### config.mk
export PLATFORM = sky130hd
export DESIGN_NAME = multilevel_feedback_queue_order
export DESIGN_NICKNAME = d
export VERILOG_FILES = /design/src/rtl/core/mfq_pkg.sv /design/src/rtl/core/multilevel_feedback_queue_order.sv /design/src/rtl/core/mfq_ctrl.sv /design/src/rtl/core/mfq_dp.sv
export SDC_FILE = /design/constraint.sdc
export NUM_CORES = 1
export LEC_CHECK = 0
export BUFFER_PORTS_ARGS = -buffer_cell sky130_fd_sc_hd__buf_2
export CAP_MARGIN = 25
export CORE_MARGIN = 3
export CORE_UTILIZATION = 55
export CTS_CLUSTER_DIAMETER = 40
export DETAILED_ROUTE_END_ITERATION = 8
export PLACE_DENSITY_LB_ADDON = 0.25
export SLEW_MARGIN = 10
export SYNTH_ARGS = -nofsm -noshare
export SYNTH_HDL_FRONTEND = slang
export SYNTH_SLANG_ARGS = --single-unit
export TNS_END_PERCENT = 1
### constraint.sdc
create_clock -name clk -period 4.9 [get_ports clk]
set_input_delay 0.98 -clock clk [delete_from_list [all_inputs] [get_ports clk]]
set_output_delay 0.98 -clock clk [all_outputs]
set_load 0.03 [all_outputs]
### src/rtl/core/mfq_pkg.sv
// Shared types and constants of the multilevel feedback queue order block.
// No dependencies; imported by the controller, the datapath, the top level and the checker.
package mfq_pkg;

  localparam int BURST_W   = 16;
  localparam int QUANTUM_W = 16;
  localparam int JOB_NUM_W = 5;
  localparam int LVL_W     = 2;
  localparam int CFG_IDX_W = 1;

  // Configuration register indexes.
  localparam logic [CFG_IDX_W-1:0] CFG_FIRST_QUANTUM  = 1'd0;
  localparam logic [CFG_IDX_W-1:0] CFG_SECOND_QUANTUM = 1'd1;

  localparam logic [QUANTUM_W-1:0] FIRST_QUANTUM_RST  = 16'd4;
  localparam logic [QUANTUM_W-1:0] SECOND_QUANTUM_RST = 16'd8;

  // Finish levels.
  localparam logic [LVL_W-1:0] LVL_RR0  = 2'd0;
  localparam logic [LVL_W-1:0] LVL_RR1  = 2'd1;
  localparam logic [LVL_W-1:0] LVL_FCFS = 2'd2;

  // Commands from the controller to the datapath.
  typedef struct packed {
    logic load;        // store the accepted request
    logic scan_init;   // rewind the scan to level 0, entry 0
    logic scan_step;   // issue one store read and advance the scan
    logic batch_clear; // empty the store for the next batch
  } mfq_cmd_t;

  // Status from the datapath to the controller.
  typedef struct packed {
    logic scan_last;   // the read being issued is the final one of the flush
  } mfq_sts_t;

endpackage

### src/rtl/core/multilevel_feedback_queue_order.sv
// Top level of the multilevel feedback queue order block.
// Depends on mfq_pkg, mfq_ctrl and mfq_dp.
//
// Each request carries the burst time of one job and is taken in a single
// cycle whenever busy is low, so a batch loads at one job per cycle. A job is
// classified as it arrives: level 0 if its burst is at most the first
// quantum, level 1 if it is at most the sum of both quanta, level 2
// otherwise. The request marked last_job starts the flush: busy rises and the
// level store is scanned three times, once per level, one entry per cycle
// through its single registered read port, so the block stays busy through
// the three passes and the drain state after the last request. A batch holds
// at most MAX_JOBS jobs; requests beyond that are dropped, though a dropped
// last request still flushes. Results appear on out_valid for one cycle
// each in completion order, with gaps where a scanned entry belongs to
// another level; the final one, flagged by out_last_result, appears no later
// than the cycle after busy falls, and in exactly that cycle when the last
// job of the batch finishes in the first come first served level. The
// receiver cannot stall results, so it must take each one as it is shown.
// The quanta may only be rewritten while the block is idle and no results
// are pending.
module multilevel_feedback_queue_order
  import mfq_pkg::*;
#(
  parameter int MAX_JOBS = 16
)
(
  input  logic                 clk,
  input  logic                 rst_n,
  // Request channel.
  input  logic                 start,
  output logic                 busy,
  input  logic [BURST_W-1:0]   in_burst_time,
  input  logic                 in_last_job,
  // Configuration write port.
  input  logic                 cfg_we,
  input  logic [CFG_IDX_W-1:0] cfg_index,
  input  logic [QUANTUM_W-1:0] cfg_wdata,
  // Result channel.
  output logic                 out_valid,
  output logic [JOB_NUM_W-1:0] out_job_number,
  output logic [LVL_W-1:0]     out_finish_level,
  output logic                 out_last_result
);

  mfq_cmd_t cmd;
  mfq_sts_t sts;

  // The controller sequences loading and the three-pass flush.
  mfq_ctrl u_ctrl (
    .clk         (clk),
    .rst_n       (rst_n),
    .start       (start),
    .in_last_job (in_last_job),
    .sts         (sts),
    .cmd         (cmd),
    .busy        (busy)
  );

  // The datapath holds the quanta, the level store and the result register.
  mfq_dp #(
    .MAX_JOBS (MAX_JOBS)
  ) u_dp (
    .clk              (clk),
    .rst_n            (rst_n),
    .cmd              (cmd),
    .sts              (sts),
    .in_burst_time    (in_burst_time),
    .cfg_we           (cfg_we),
    .cfg_index        (cfg_index),
    .cfg_wdata        (cfg_wdata),
    .out_valid        (out_valid),
    .out_job_number   (out_job_number),
    .out_finish_level (out_finish_level),
    .out_last_result  (out_last_result)
  );

endmodule

### src/rtl/core/mfq_ctrl.sv
// Controller state machine of the multilevel feedback queue order block.
// Depends on mfq_pkg for the command and status structs.
module mfq_ctrl
  import mfq_pkg::*;
(
  input  logic     clk,
  input  logic     rst_n,
  input  logic     start,
  input  logic     in_last_job,
  input  mfq_sts_t sts,
  output mfq_cmd_t cmd,
  output logic     busy
);

  localparam logic [1:0] ST_IDLE  = 2'd0;
  localparam logic [1:0] ST_SCAN  = 2'd1;
  localparam logic [1:0] ST_DRAIN = 2'd2;

  logic [1:0] state_r;
  logic [1:0] state_nxt;
  logic       accept;

  assign busy   = (state_r != ST_IDLE);
  assign accept = start && !busy;

  always_comb begin
    state_nxt       = state_r;
    cmd.load        = 1'b0;
    cmd.scan_init   = 1'b0;
    cmd.scan_step   = 1'b0;
    cmd.batch_clear = 1'b0;
    unique case (state_r)
      ST_IDLE: begin
        cmd.load      = accept;
        cmd.scan_init = accept && in_last_job;
        if (accept && in_last_job) begin
          state_nxt = ST_SCAN;
        end
      end
      ST_SCAN: begin
        cmd.scan_step = 1'b1;
        if (sts.scan_last) begin
          state_nxt = ST_DRAIN;
        end
      end
      ST_DRAIN: begin
        // The final read is compared in this cycle; the batch is then dropped.
        cmd.batch_clear = 1'b1;
        state_nxt       = ST_IDLE;
      end
      default: begin
        state_nxt = ST_IDLE;
      end
    endcase
  end

  always_ff @(posedge clk) begin
    if (!rst_n) begin
      state_r <= ST_IDLE;
    end else begin
      state_r <= state_nxt;
    end
  end

endmodule

### src/rtl/core/mfq_dp.sv
// Datapath of the multilevel feedback queue order block: quanta, classifier,
// level store, scan counters and result register. Depends on mfq_pkg.
module mfq_dp
  import mfq_pkg::*;
#(
  parameter int MAX_JOBS = 16
)
(
  input  logic                 clk,
  input  logic                 rst_n,
  input  mfq_cmd_t             cmd,
  output mfq_sts_t             sts,
  input  logic [BURST_W-1:0]   in_burst_time,
  input  logic                 cfg_we,
  input  logic [CFG_IDX_W-1:0] cfg_index,
  input  logic [QUANTUM_W-1:0] cfg_wdata,
  output logic                 out_valid,
  output logic [JOB_NUM_W-1:0] out_job_number,
  output logic [LVL_W-1:0]     out_finish_level,
  output logic                 out_last_result
);

  localparam int IDX_W = (MAX_JOBS > 1) ? $clog2(MAX_JOBS) : 1;
  localparam int CNT_W = $clog2(MAX_JOBS + 1);
  localparam int NUM_W = IDX_W + 1;
  localparam logic [CNT_W-1:0] CNT_MAX = CNT_W'(MAX_JOBS);

  logic [QUANTUM_W-1:0] first_quantum_r;
  logic [QUANTUM_W-1:0] second_quantum_r;

  logic [LVL_W-1:0]     store_mem [MAX_JOBS];
  logic [LVL_W-1:0]     mem_q_r;

  logic [CNT_W-1:0]     count_r;
  logic [CNT_W-1:0]     emit_cnt_r;
  logic [CNT_W-1:0]     count_m1;
  logic [IDX_W-1:0]     idx_r;
  logic [LVL_W-1:0]     lvl_r;
  logic                 idx_end;

  logic                 p_valid_r;
  logic [IDX_W-1:0]     p_idx_r;
  logic [LVL_W-1:0]     p_lvl_r;
  logic                 match;
  logic [NUM_W-1:0]     job_num;

  logic [QUANTUM_W:0]   limit2;
  logic [LVL_W-1:0]     new_lvl;
  logic                 has_room;

  logic                 out_valid_r;
  logic [JOB_NUM_W-1:0] out_job_number_r;
  logic [LVL_W-1:0]     out_finish_level_r;
  logic                 out_last_result_r;

  // Configuration registers.
  always_ff @(posedge clk) begin
    if (!rst_n) begin
      first_quantum_r  <= FIRST_QUANTUM_RST;
      second_quantum_r <= SECOND_QUANTUM_RST;
    end else if (cfg_we) begin
      unique case (cfg_index)
        CFG_FIRST_QUANTUM:  first_quantum_r  <= cfg_wdata;
        CFG_SECOND_QUANTUM: second_quantum_r <= cfg_wdata;
        default: ;
      endcase
    end
  end

  // Classification of the arriving job; the quantum sum is kept at 17 bits.
  assign limit2 = {1'b0, first_quantum_r} + {1'b0, second_quantum_r};

  always_comb begin
    if (in_burst_time <= first_quantum_r) begin
      new_lvl = LVL_RR0;
    end else if ({1'b0, in_burst_time} <= limit2) begin
      new_lvl = LVL_RR1;
    end else begin
      new_lvl = LVL_FCFS;
    end
  end

  assign has_room = (count_r < CNT_MAX);

  // Level store: one write port at the fill position, one registered read port.
  always_ff @(posedge clk) begin
    if (cmd.load && has_room) begin
      store_mem[count_r[IDX_W-1:0]] <= new_lvl;
    end
    mem_q_r <= store_mem[idx_r];
  end

  always_ff @(posedge clk) begin
    if (!rst_n) begin
      count_r <= '0;
    end else if (cmd.batch_clear) begin
      count_r <= '0;
    end else if (cmd.load && has_room) begin
      count_r <= count_r + 1'b1;
    end
  end

  // Scan position: entry index within the current level.
  assign count_m1      = count_r - 1'b1;
  assign idx_end       = ({{(CNT_W - IDX_W){1'b0}}, idx_r} == count_m1);
  assign sts.scan_last = (count_r == '0) || (idx_end && (lvl_r == LVL_FCFS));

  always_ff @(posedge clk) begin
    if (!rst_n) begin
      idx_r <= '0;
      lvl_r <= LVL_RR0;
    end else if (cmd.scan_init) begin
      idx_r <= '0;
      lvl_r <= LVL_RR0;
    end else if (cmd.scan_step) begin
      if (idx_end) begin
        idx_r <= '0;
        lvl_r <= lvl_r + 1'b1;
      end else begin
        idx_r <= idx_r + 1'b1;
      end
    end
  end

  // Read pipeline: tags travel alongside the registered store output.
  always_ff @(posedge clk) begin
    if (!rst_n) begin
      p_valid_r <= 1'b0;
    end else begin
      p_valid_r <= cmd.scan_step && (count_r != '0);
    end
    p_idx_r <= idx_r;
    p_lvl_r <= lvl_r;
  end

  assign match   = p_valid_r && (mem_q_r == p_lvl_r);
  assign job_num = {1'b0, p_idx_r} + 1'b1;

  always_ff @(posedge clk) begin
    if (!rst_n) begin
      emit_cnt_r <= '0;
    end else if (cmd.scan_init) begin
      emit_cnt_r <= '0;
    end else if (match) begin
      emit_cnt_r <= emit_cnt_r + 1'b1;
    end
  end

  // Result register; every stored job is emitted once, so the final result
  // is the one that brings the emitted count up to the stored count.
  always_ff @(posedge clk) begin
    if (!rst_n) begin
      out_valid_r <= 1'b0;
    end else begin
      out_valid_r <= match;
    end
    out_job_number_r   <= JOB_NUM_W'(job_num);
    out_finish_level_r <= p_lvl_r;
    out_last_result_r  <= (emit_cnt_r == count_m1);
  end

  assign out_valid        = out_valid_r;
  assign out_job_number   = out_job_number_r;
  assign out_finish_level = out_finish_level_r;
  assign out_last_result  = out_last_result_r;

endmodule

==> flow_summary_export.csv, run 1 <==
group,metric,value,unit
outcome,status,"complete, no violations",
synthesis,yosys.area.top_type,"dfxtp_1",
route,drcViolationCount,0,
worst_setup_path,startpoint_type,"register",
clocking,cts_max_level,3,
synthesis,netlist.area_leader.share,25.4,%
worst_setup_path,worstPathArrival,4300,ps
finish,syn_to_final_growth,11.4,%
route,ant_nets,0,
floorplan,start_util,57.2,%
synthesis,synth_area_leaders,"dfxtp_1, edfxtp_1, ha_1",
floorplan,dieArea,11000,µm²
clocking,clock_latency,370,ps
power_and_ir_drop,intPower,1.34,mW
finish,layout_commonest_cell,"nand2_1",
route,wl_per_cell,15.7,µm
clocking,cts.repair.resized,0,
floorplan,die_y,105,µm
synthesis,yosysUniqueCellTypes,59,
floorplan,coreArea,9370,µm²
sta,layout_min_cycle_time,4240,ps
floorplan,rows,35,
clocking,clk_pin_slew,90,ps
power_and_ir_drop,power.density,304,nW/µm²
route,drtIter0Drc,183,
sta,setup_viol,0,
grt,grt_use_total,21.0,%
finish,nNetsFinal,677,
synthesis,ys_ff_latch,100,
worst_setup_path,r2r-start,"u_dp.second_quantum_r[0]",
worst_setup_path,ff2ff_path_depth,15,
sta,fmax,0.236,GHz
finish,diodes,0,
worst_setup_path,required,4960,ps
route,num_vias,3987,
power_and_ir_drop,p_clk_share,34.2,%
power_and_ir_drop,p_switching,0.467,mW
worst_setup_path,path_class,"register to register",
finish,layout_common_cells,"nand2_1, dfxtp_1, ha_1",
synthesis,ys_seq_area_share,43.4,%
synthesis,yosys_warnings,0,
worst_setup_path,crit_path_top_delay_cell,"or4_1",
synthesis,syn-instance-count,538,
synthesis,syn-num-nets,634,
placed_design,dp_worst_setup_slack,698,ps
route,viasPerCell,5.58,
clocking,clock_tree.buffer_depth,2,
placed_design,gp_congestion,0.877,
sta,fin_skew,11.2,ps
grt,antenna_found_initial,0,
power_and_ir_drop,seqPwrFrac,50.4,%
clocking,hold_buffers,0,
worst_setup_path,end_kind,"register",
synthesis,synth_top_family_by_area,"simple AND/OR/NAND/NOR gates",
synthesis,synth-simple-area-share,14.8,%
synthesis,syn_area_per_cell,9.96,µm²
synthesis,yosys.area_share.xor_xnor,6.21,%
worst_setup_path,critPathMaxFanout,16,
grt,grt_pass1_vias,3850,
sta,tightest_slew,809,ps
grt,grt_max_degree,32,
worst_setup_path,crit_path_start,"u_dp.second_quantum_r[0]",
hold_path,hp-class,"register to register",
clocking,cts_buffers,9,
worst_setup_path,path_cells,"ha_1 > fa_1 > a211oi_1 > nor2_1 > o311a_4 > a2111oi_4 > nor3_1 > xnor2_1 > ha_1 > and3_1 > nand4_1 > or4_1 > nand3_1 > a211oi_1 > and2_1",
synthesis,synth_compound_area_share,14.0,%
placed_design,post_dp_cell_area,5700,µm²
finish,layout-drive-gt1-share,14.7,%
floorplan,die_w,105,µm
power_and_ir_drop,cellLeakagePower,2.44,nW
synthesis,async_reset_ff_share,0,%
synthesis,synth_edf_count,32,
synthesis,syn-cell-area,5360,µm²
synthesis,synth_mux_area_share,4.77,%
sta,timing.final.crit_share,86.6,%
worst_setup_path,worstReg2RegEnd,"u_dp.store_mem[12][1]",
synthesis,synth_ff_type,"dfxtp_1",
clocking,cts_root_buf,"clkbuf_8",
sta,hold_slack,368,ps
synthesis,yosys.area_share.adder,13.7,%
sta,postLayoutSetupSlackWorst,659,ps
grt,grt_overflow,0,
clocking,cts_tree,"done",
sta,hold_violations,0,
sta,slew_violations,0,
clocking,postCtsSetupBuffers,0,
power_and_ir_drop,power,1.81,mW
sta,fin_tns_setup,0,ps
power_and_ir_drop,vdd.ir_drop.worst,171,µV
worst_setup_path,slowest_delay,520,ps
finish,final_area,5970,µm²
grt,grt_pass1_wl,18.3,mm
clocking,cts_sinks,100,
route,dr.pass1.iters,5,
power_and_ir_drop,swShare,25.8,%
floorplan,ios,48,
power_and_ir_drop,comb_power_share,15.5,%
route,drt_wl_total,11.2,mm
worst_setup_path,r2r_slack,660,ps
sta,maxSlewHeadroom,46.1,%
placed_design,dp_hpwl,8.54,mm
worst_setup_path,cp-endpoint,"u_dp.store_mem[12][1]",
placed_design,port_buffers,47,
sta,rsz0062_at_grt,"no",
job,cap_violations,0,
-- state kept, by name, indices dropped and copies added (netlist names) --
| signal | cells |
|---|---|
| u_dp.count_r | 5 |
| u_dp.lvl_r | 2 |
| u_dp.emit_cnt_r | 5 |
| u_dp.first_quantum_r | 16 |
| u_dp.p_idx_r | 4 |
| u_dp.idx_r | 4 |
| u_dp.out_finish_level | 2 |
| u_dp.out_job_number | 5 |
| u_dp.second_quantum_r | 16 |
| u_dp.p_lvl_r | 2 |
| u_dp.store_mem | 32 |
| u_dp.mem_q_r | 2 |
| u_dp.out_last_result | 1 |
| u_dp.p_valid_r | 1 |
| u_ctrl.state_r | 2 |
| u_dp.out_valid | 1 |
-- cell usage after synthesis (2+ instances only) --
master    number
xnor2_1       19
buf_2          4
and2_1         3
inv_1         26
a211oi_1       6
and3_1         8
mux4_2        10
nor3_1         7
nand2_1       81
clkbuf_1      14
o211ai_1       4
nand2b_1       6
dfxtp_1       68
o21bai_1       2
nor4_1         2
nand3_1        6
xor2_1        19
mux2i_1        3
nand4_1       10
a21o_1        11
ha_1          57
and4_1         3
nor2b_1        4
o21ai_0        7
o221ai_1       2
o21a_1         6
edfxtp_1      32
nor2_1        41
a21oi_1       47
-- worst min path at each step --
| stage | cells past startpoint | slack [ps] | start | endpoint |
|---|---|---|---|---|
| after floorplan | 0 | 330 | u_dp.idx_r[2] | u_dp.p_idx_r[2] |
| after global placement | 0 | 360 | u_dp.p_lvl_r[1] | u_dp.out_finish_level[1] |
| after detailed placement | 0 | 360 | u_dp.p_lvl_r[1] | u_dp.out_finish_level[1] |
| after CTS | 0 | 370 | u_dp.p_lvl_r[1] | u_dp.out_finish_level[1] |
| after global routing | 0 | 380 | u_dp.p_lvl_r[1] | u_dp.out_finish_level[1] |
| final | 0 | 370 | u_dp.p_lvl_r[1] | u_dp.out_finish_level[1] |
-- layout make-up --
cell class / count / area (µm²)
clock buffer: 12 / 165
timing repair buffer: 50 / 278
fill: 791 / 3410
multi-input combinational: 394 / 2860
clock inverter: 4 / 77.6
sequential: 100 / 2320
tap: 129 / 161
inverter: 26 / 97.6
-- kinds of logic (layout without fill, tap and decap cells) --
family | after synthesis | count (layout)
fa+ha+maj | 58 | 58
xor+xnor | 38 | 38
compound gates | 109 | 109
flops | 100 | 100
simple gates | 176 | 176
buf+inv | 44 | 92
mux | 13 | 13
-- per-layer routing --
layer | share of wire (%) | up-vias | global-route usage [%]
met2 | 47 | 98 | 34.1
met4 | 1.9 | 0 | 6.75
li1 | - | 2008 | -
met3 | 5.5 | 18 | 5.25
met1 | 46 | 1863 | 27.8
met5 | 0 | - | 0
-- per-stage QoR --
step,util [%],std cells
6_report,63.7,715
5_1_grt,63.7,715
4_1_cts,63.4,714
3_5_place_dp,60.8,698
3_3_place_gp,60.8,698
2_1_floorplan,-,538
-- power groups by stage --
stage / Sequential [mW] / Clock [mW] / Combinational [mW]
global placement: 0.930 / 0 / 0.263
detailed placement: 0.932 / 0 / 0.275
finish: 0.912 / 0.619 / 0.280
global route: 0.917 / 0.658 / 0.316
CTS: 0.913 / 0.629 / 0.277
floorplan: 0.924 / 0 / 0.201
-- critical path: cells and delay by family (launching register included) --
family          cells  cell delay, ps
flops               1             330
fa+ha+maj           3             970
compound gates      4            1050
simple gates        7            1450
xor+xnor            1             130
No activity file was read; power rests on OpenSTA's default activity.
==> run 2, diff against run 1 <==
Settings changed: CELL_PAD_IN_SITES_DETAIL_PLACEMENT set to 1, CELL_PAD_IN_SITES_GLOBAL_PLACEMENT set to 1, CORE_UTILIZATION 55 to 47.
==> flow_summary_export.csv, run 2 (synthesis gave the netlist of run 1 again) <==
group,metric,value,unit
placed_design,gp_congestion,0.776,
finish,layout_common_cells,"nand2_1, dfxtp_1, ha_1",
clocking,cts.repair.resized,0,
route,top_layer_used,"met4",
route,drt_wl_total,13.0,mm
sta,setup_viol,0,
route,num_vias,4082,
placed_design,dp_hpwl,9.86,mm
worst_setup_path,worstPathArrival,4310,ps
power_and_ir_drop,swShare,25.4,%
clocking,clock_tree.buffer_depth,2,
sta,layout_min_cycle_time,4280,ps
worst_setup_path,end_kind,"register",
sta,fin_tns_setup,0,ps
placed_design,port_buffers,47,
floorplan,ios,48,
floorplan,coreArea,11000,µm²
power_and_ir_drop,seqPwrFrac,46.3,%
power_and_ir_drop,p_clk_share,39.2,%
floorplan,rows,38,
placed_design,post_dp_cell_area,5710,µm²
finish,syn_to_final_growth,13.2,%
finish,layout_commonest_cell,"nand2_1",
finish,final_core_util,55.2,%
sta,tightest_slew,761,ps
sta,fmax,0.234,GHz
outcome,status,"complete, no violations",
clocking,cts_sinks,100,
power_and_ir_drop,p_switching,0.503,mW
clocking,cts_root_buf,"clkbuf_16",
clocking,hold_buffers,0,
power_and_ir_drop,intPower,1.47,mW
route,dr.pass1.iters,4,
sta,slew_violations,0,
clocking,cts_buffers,9,
job,cap_violations,0,
grt,grt_use_total,21.5,%
route,wl_per_cell,17.9,µm
worst_setup_path,required,4930,ps
clocking,cts_tree,"done",
route,ant_nets,0,
clocking,clock_latency,360,ps
finish,layout-drive-gt1-share,14.5,%
sta,timing.final.crit_share,87.3,%
finish,diodes,0,
grt,antenna_found_initial,0,
route,met3_length,369,µm
floorplan,start_util,48.8,%
finish,nNetsFinal,677,
hold_path,hp-class,"register to register",
power_and_ir_drop,power.density,326,nW/µm²
power_and_ir_drop,comb_power_share,14.5,%
clocking,cts_max_level,3,
sta,hold_violations,0,
finish,final_area,6060,µm²
grt,grt_max_degree,32,
finish,largest_reg_flops,32,
grt,grt_pass1_vias,4420,
sta,hold_slack,373,ps
floorplan,die_w,113,µm
route,drtIter0Drc,148,
power_and_ir_drop,vdd.ir_drop.worst,264,µV
sta,fin_skew,10.7,ps
floorplan,dieArea,12700,µm²
route,dr_wl_met2,6.85,mm
floorplan,die_y,113,µm
grt,grt_pass1_wl,21.6,mm
worst_setup_path,critPathMaxFanout,16,
route,drt-met1-wl,5.52,mm
route,viasPerCell,5.62,
clocking,postCtsSetupBuffers,0,
sta,maxSlewHeadroom,49.2,%
route,drcViolationCount,0,
worst_setup_path,path_class,"register to register",
grt,grt_overflow,0,
power_and_ir_drop,cellLeakagePower,2.47,nW
worst_setup_path,startpoint_type,"register",
sta,rsz0062_at_grt,"no",
clocking,clk_pin_slew,70,ps
[run 2: cell count changes in the layout (fill, tap and decap cells not counted)]
cell,before,now
inv_6,1,0
clkinvlp_4,0,2
clkinv_1,0,1
clkbuf_16,0,9
clkbuf_8,12,1
[run 2: per-layer routing]
layer,up-vias,global-route usage [%]
li1,2002,-
met1,2002,25.1
met2,59,39.4
met3,19,3.74
met4,0,8.01
met5,-,0
[run 2: cell type report]
| cell class | instances | area (µm²) |
|---|---|---|
| Fill cell | 1243 | 4920 |
| Multi-Input combinational cell | 394 | 2860 |
| Sequential cell | 100 | 2320 |
| Timing Repair Buffer | 50 | 278 |
| Clock buffer | 10 | 239 |
| Tap cell | 140 | 175 |
| Inverter | 26 | 97.6 |
| Clock inverter | 6 | 87.6 |
[run 2: final timing paths]
check | startpoint | to | slack, ps | depth (start not counted)
hold / removal | u_dp.p_lvl_r[1] | u_dp.out_finish_level[1] | 370 | 0
setup / recovery | u_dp.first_quantum_r[0] | u_dp.store_mem[0][1] | 620 | 15
setup reg to reg | u_dp.first_quantum_r[0] | u_dp.store_mem[0][1] | 620 | 15
hold reg to reg | u_dp.p_lvl_r[1] | u_dp.out_finish_level[1] | 370 | 0
[run 2: through the flow]
stage	cells	worst slack, ps	power, mW
floorplan	538	848	1.12
global placement	709	800	1.20
detailed placement	709	651	1.22
CTS	725	632	1.99
global route	726	315	2.06
finish	726	620	1.98
[run 2: power by group through the flow]
stage | sequential, mW | combinational [mW] | clock, mW
after floorplan | 0.924 | 0.201 | 0
after global placement | 0.932 | 0.268 | 0
after detailed placement | 0.933 | 0.284 | 0
after CTS | 0.914 | 0.287 | 0.791
after global routing | 0.918 | 0.326 | 0.820
final | 0.914 | 0.287 | 0.774
[run 2: worst max-delay path, stage by stage, from the launching register on]
cell       delay (ps)
dfxtp_1           340
ha_1              240
fa_1              450
a211oi_1          250
nor2_1            110
o311a_4           400
a2111oi_4         330
nor3_1            100
xnor2_1           130
ha_1              290
and3_1            170
nand4_1           120
or4_1             530
nand3_1           100
a211oi_1           60
and2_1            330
==> run 3, diff against run 2 <==
Settings changed: CORE_UTILIZATION 47 to 50, GPL_TIMING_DRIVEN set to 0.
Clock period 4.9 ns to 5.4 ns, I/O delays scaled along.
==> flow_summary_export.csv, run 3 (synthesis gave the netlist of run 1 again) <==
group,metric,value,unit
finish,ff_latch_area,2320,µm²
grt,grt_pass1_vias,4497,
hold_path,hp-start,"u_dp.idx_r[2]",
floorplan,dieArea,12000,µm²
power_and_ir_drop,vdd.ir_drop.worst,114,µV
finish,diodes,0,
hold_path,hp-class,"register to register",
sta,fmax,0.226,GHz
clocking,cts_buffers,9,
clocking,cts_tree,"done",
sta,timing.final.crit_share,81.9,%
sta,layout_min_cycle_time,4420,ps
power_and_ir_drop,seqPwrFrac,53.1,%
grt,antenna_found_initial,0,
finish,layout_commonest_cell,"nand2_1",
job,cap_violations,0,
sta,slew_violations,0,
route,dr.pass1.iters,4,
clocking,clock_tree.buffer_depth,2,
placed_design,dp_hpwl,10.7,mm
route,num_vias,4146,
worst_setup_path,r2r-start,"u_dp.second_quantum_r[0]",
sta,setup_viol,0,
clocking,cts.repair.resized,0,
grt,grt_pass1_wl,21.9,mm
clocking,hold_buffers,0,
finish,syn_to_final_growth,11.0,%
outcome,status,"complete, no violations",
power_and_ir_drop,swShare,27.2,%
finish,fin_cells,738,
power_and_ir_drop,cellLeakagePower,2.43,nW
hold_path,min_delay_path_depth,0,
worst_setup_path,critPathMaxFanout,12,
power_and_ir_drop,power.density,261,nW/µm²
finish,layout-drive-gt1-share,13.8,%
sta,maxSlewHeadroom,56.7,%
sta,hold_violations,0,
worst_setup_path,r2r_slack,980,ps
worst_setup_path,end_kind,"register",
power_and_ir_drop,p_switching,0.423,mW
grt,grt_max_degree,17,
clocking,cts_sinks,100,
sta,fin_skew,13.5,ps
worst_setup_path,required,5600,ps
placed_design,dp.cells,721,
sta,fin_tns_setup,0,ps
route,wl_per_cell,18.0,µm
clocking,postCtsSetupBuffers,0,
finish,fill_cells,1205,
clocking,clk_pin_slew,90,ps
route,viasPerCell,5.62,
placed_design,port_buffers,47,
placed_design,gp_congestion,0.872,
route,ant_nets,0,
floorplan,start_util,51.7,%
power_and_ir_drop,comb_power_share,17.5,%
power_and_ir_drop,intPower,1.13,mW
route,drcViolationCount,0,
floorplan,coreArea,10400,µm²
route,drtIter0Drc,158,
sta,rsz0062_at_grt,"no",
finish,multi_input_area,2860,µm²
finish,largest_reg_flops,32,
worst_setup_path,startpoint_type,"register",
worst_setup_path,worstReg2RegEnd,"u_dp.store_mem[1][0]",
clocking,cts_max_level,3,
finish,layout_common_cells,"nand2_1, dfxtp_1, ha_1",
worst_setup_path,ff2ff_path_depth,16,
worst_setup_path,path_class,"register to register",
grt,grt_overflow,0,
route,drt_wl_total,13.3,mm
clocking,clock_latency,350,ps
sta,tightest_slew,642,ps
power_and_ir_drop,p_clk_share,29.4,%
hold_path,min_to,"u_dp.p_idx_r[2]",
worst_setup_path,worstPathArrival,4620,ps
grt,grt_use_total,23.8,%
clocking,cts_root_buf,"clkbuf_8",
floorplan,die_y,110,µm
floorplan,die_w,110,µm
floorplan,rows,37,
finish,nNetsFinal,693,
floorplan,ios,48,
-- run 3: cell types whose count changed in the layout (fill, tap and decap cells not counted), moves of 2 or more --
cell and change:
buf_2 +4, clkbuf_1 +17, clkbuf_16 -9, clkbuf_8 +8, clkinvlp_4 -2
-- run 3: cell type report --
class                           count  area share, %
Multi-Input combinational cell    394           48.2
Sequential cell                   100           39.0
Timing Repair Buffer               48           4.08
Tap cell                          136           2.86
Clock buffer                       12           2.27
Inverter                           26           1.64
Buffer                             18           1.22
Clock inverter                      4          0.715
-- run 3: worst max-delay path by stage --
stage | start | endpoint | slack, ps | depth (start not counted)
global placement | u_dp.second_quantum_r[0] | u_dp.store_mem[4][0] | 740 | 15
detailed placement | u_dp.second_quantum_r[0] | u_dp.store_mem[5][0] | 530 | 15
floorplan | u_dp.second_quantum_r[0] | u_dp.store_mem[0][0] | 1350 | 15
CTS | u_dp.second_quantum_r[0] | u_dp.store_mem[0][0] | 500 | 15
finish | u_dp.second_quantum_r[0] | u_dp.store_mem[1][0] | 980 | 16
global route | u_dp.second_quantum_r[0] | u_dp.store_mem[1][1] | 650 | 15
-- run 3: critical path, cell delays in order, from the launching register on --
cell and delay [ps]:
dfxtp_1 340, ha_1 260, fa_1 430, a211oi_1 260, nor2_1 110, o311a_4 400
a2111oi_4 340, nor3_1 100, xnor2_1 140, ha_1 300, and3_1 190, nand4_1 120
or4_1 530, nand3_1 100, a211oi_1 70, nor2b_1 310, buf_4 250
-- run 3: per-layer routing --
metal	track usage [%]	up-vias	wire length, µm
li1	-	2032	-
met1	27.2	2025	5490
met2	45.6	69	7210
met3	1.94	20	331
met4	8.90	0	251
met5	0	-	0
-- run 3: power by group through the flow --
stage               registers (mW)  logic (mW)  clock network [mW]
floorplan                    0.838       0.183                   0
global placement             0.841       0.253                   0
detailed placement           0.843       0.270                   0
CTS                          0.826       0.273               0.461
global route                 0.828       0.307               0.496
finish                       0.825       0.272               0.457
-- run 3: through the flow --
stage | area (µm²) | util (%) | setup WS [ps] | total power, mW | hold slack [ps]
3_3_place_gp | 5760 | 55.6 | 737 | 1.09 | 340
2_1_floorplan | 5360 | - | 1350 | 1.02 | 326
4_1_cts | 5940 | 57.3 | 498 | 1.56 | 358
6_report | 5950 | 57.3 | 979 | 1.55 | 353
5_1_grt | 5950 | 57.3 | 653 | 1.63 | 367
3_5_place_dp | 5760 | 55.6 | 532 | 1.11 | 343
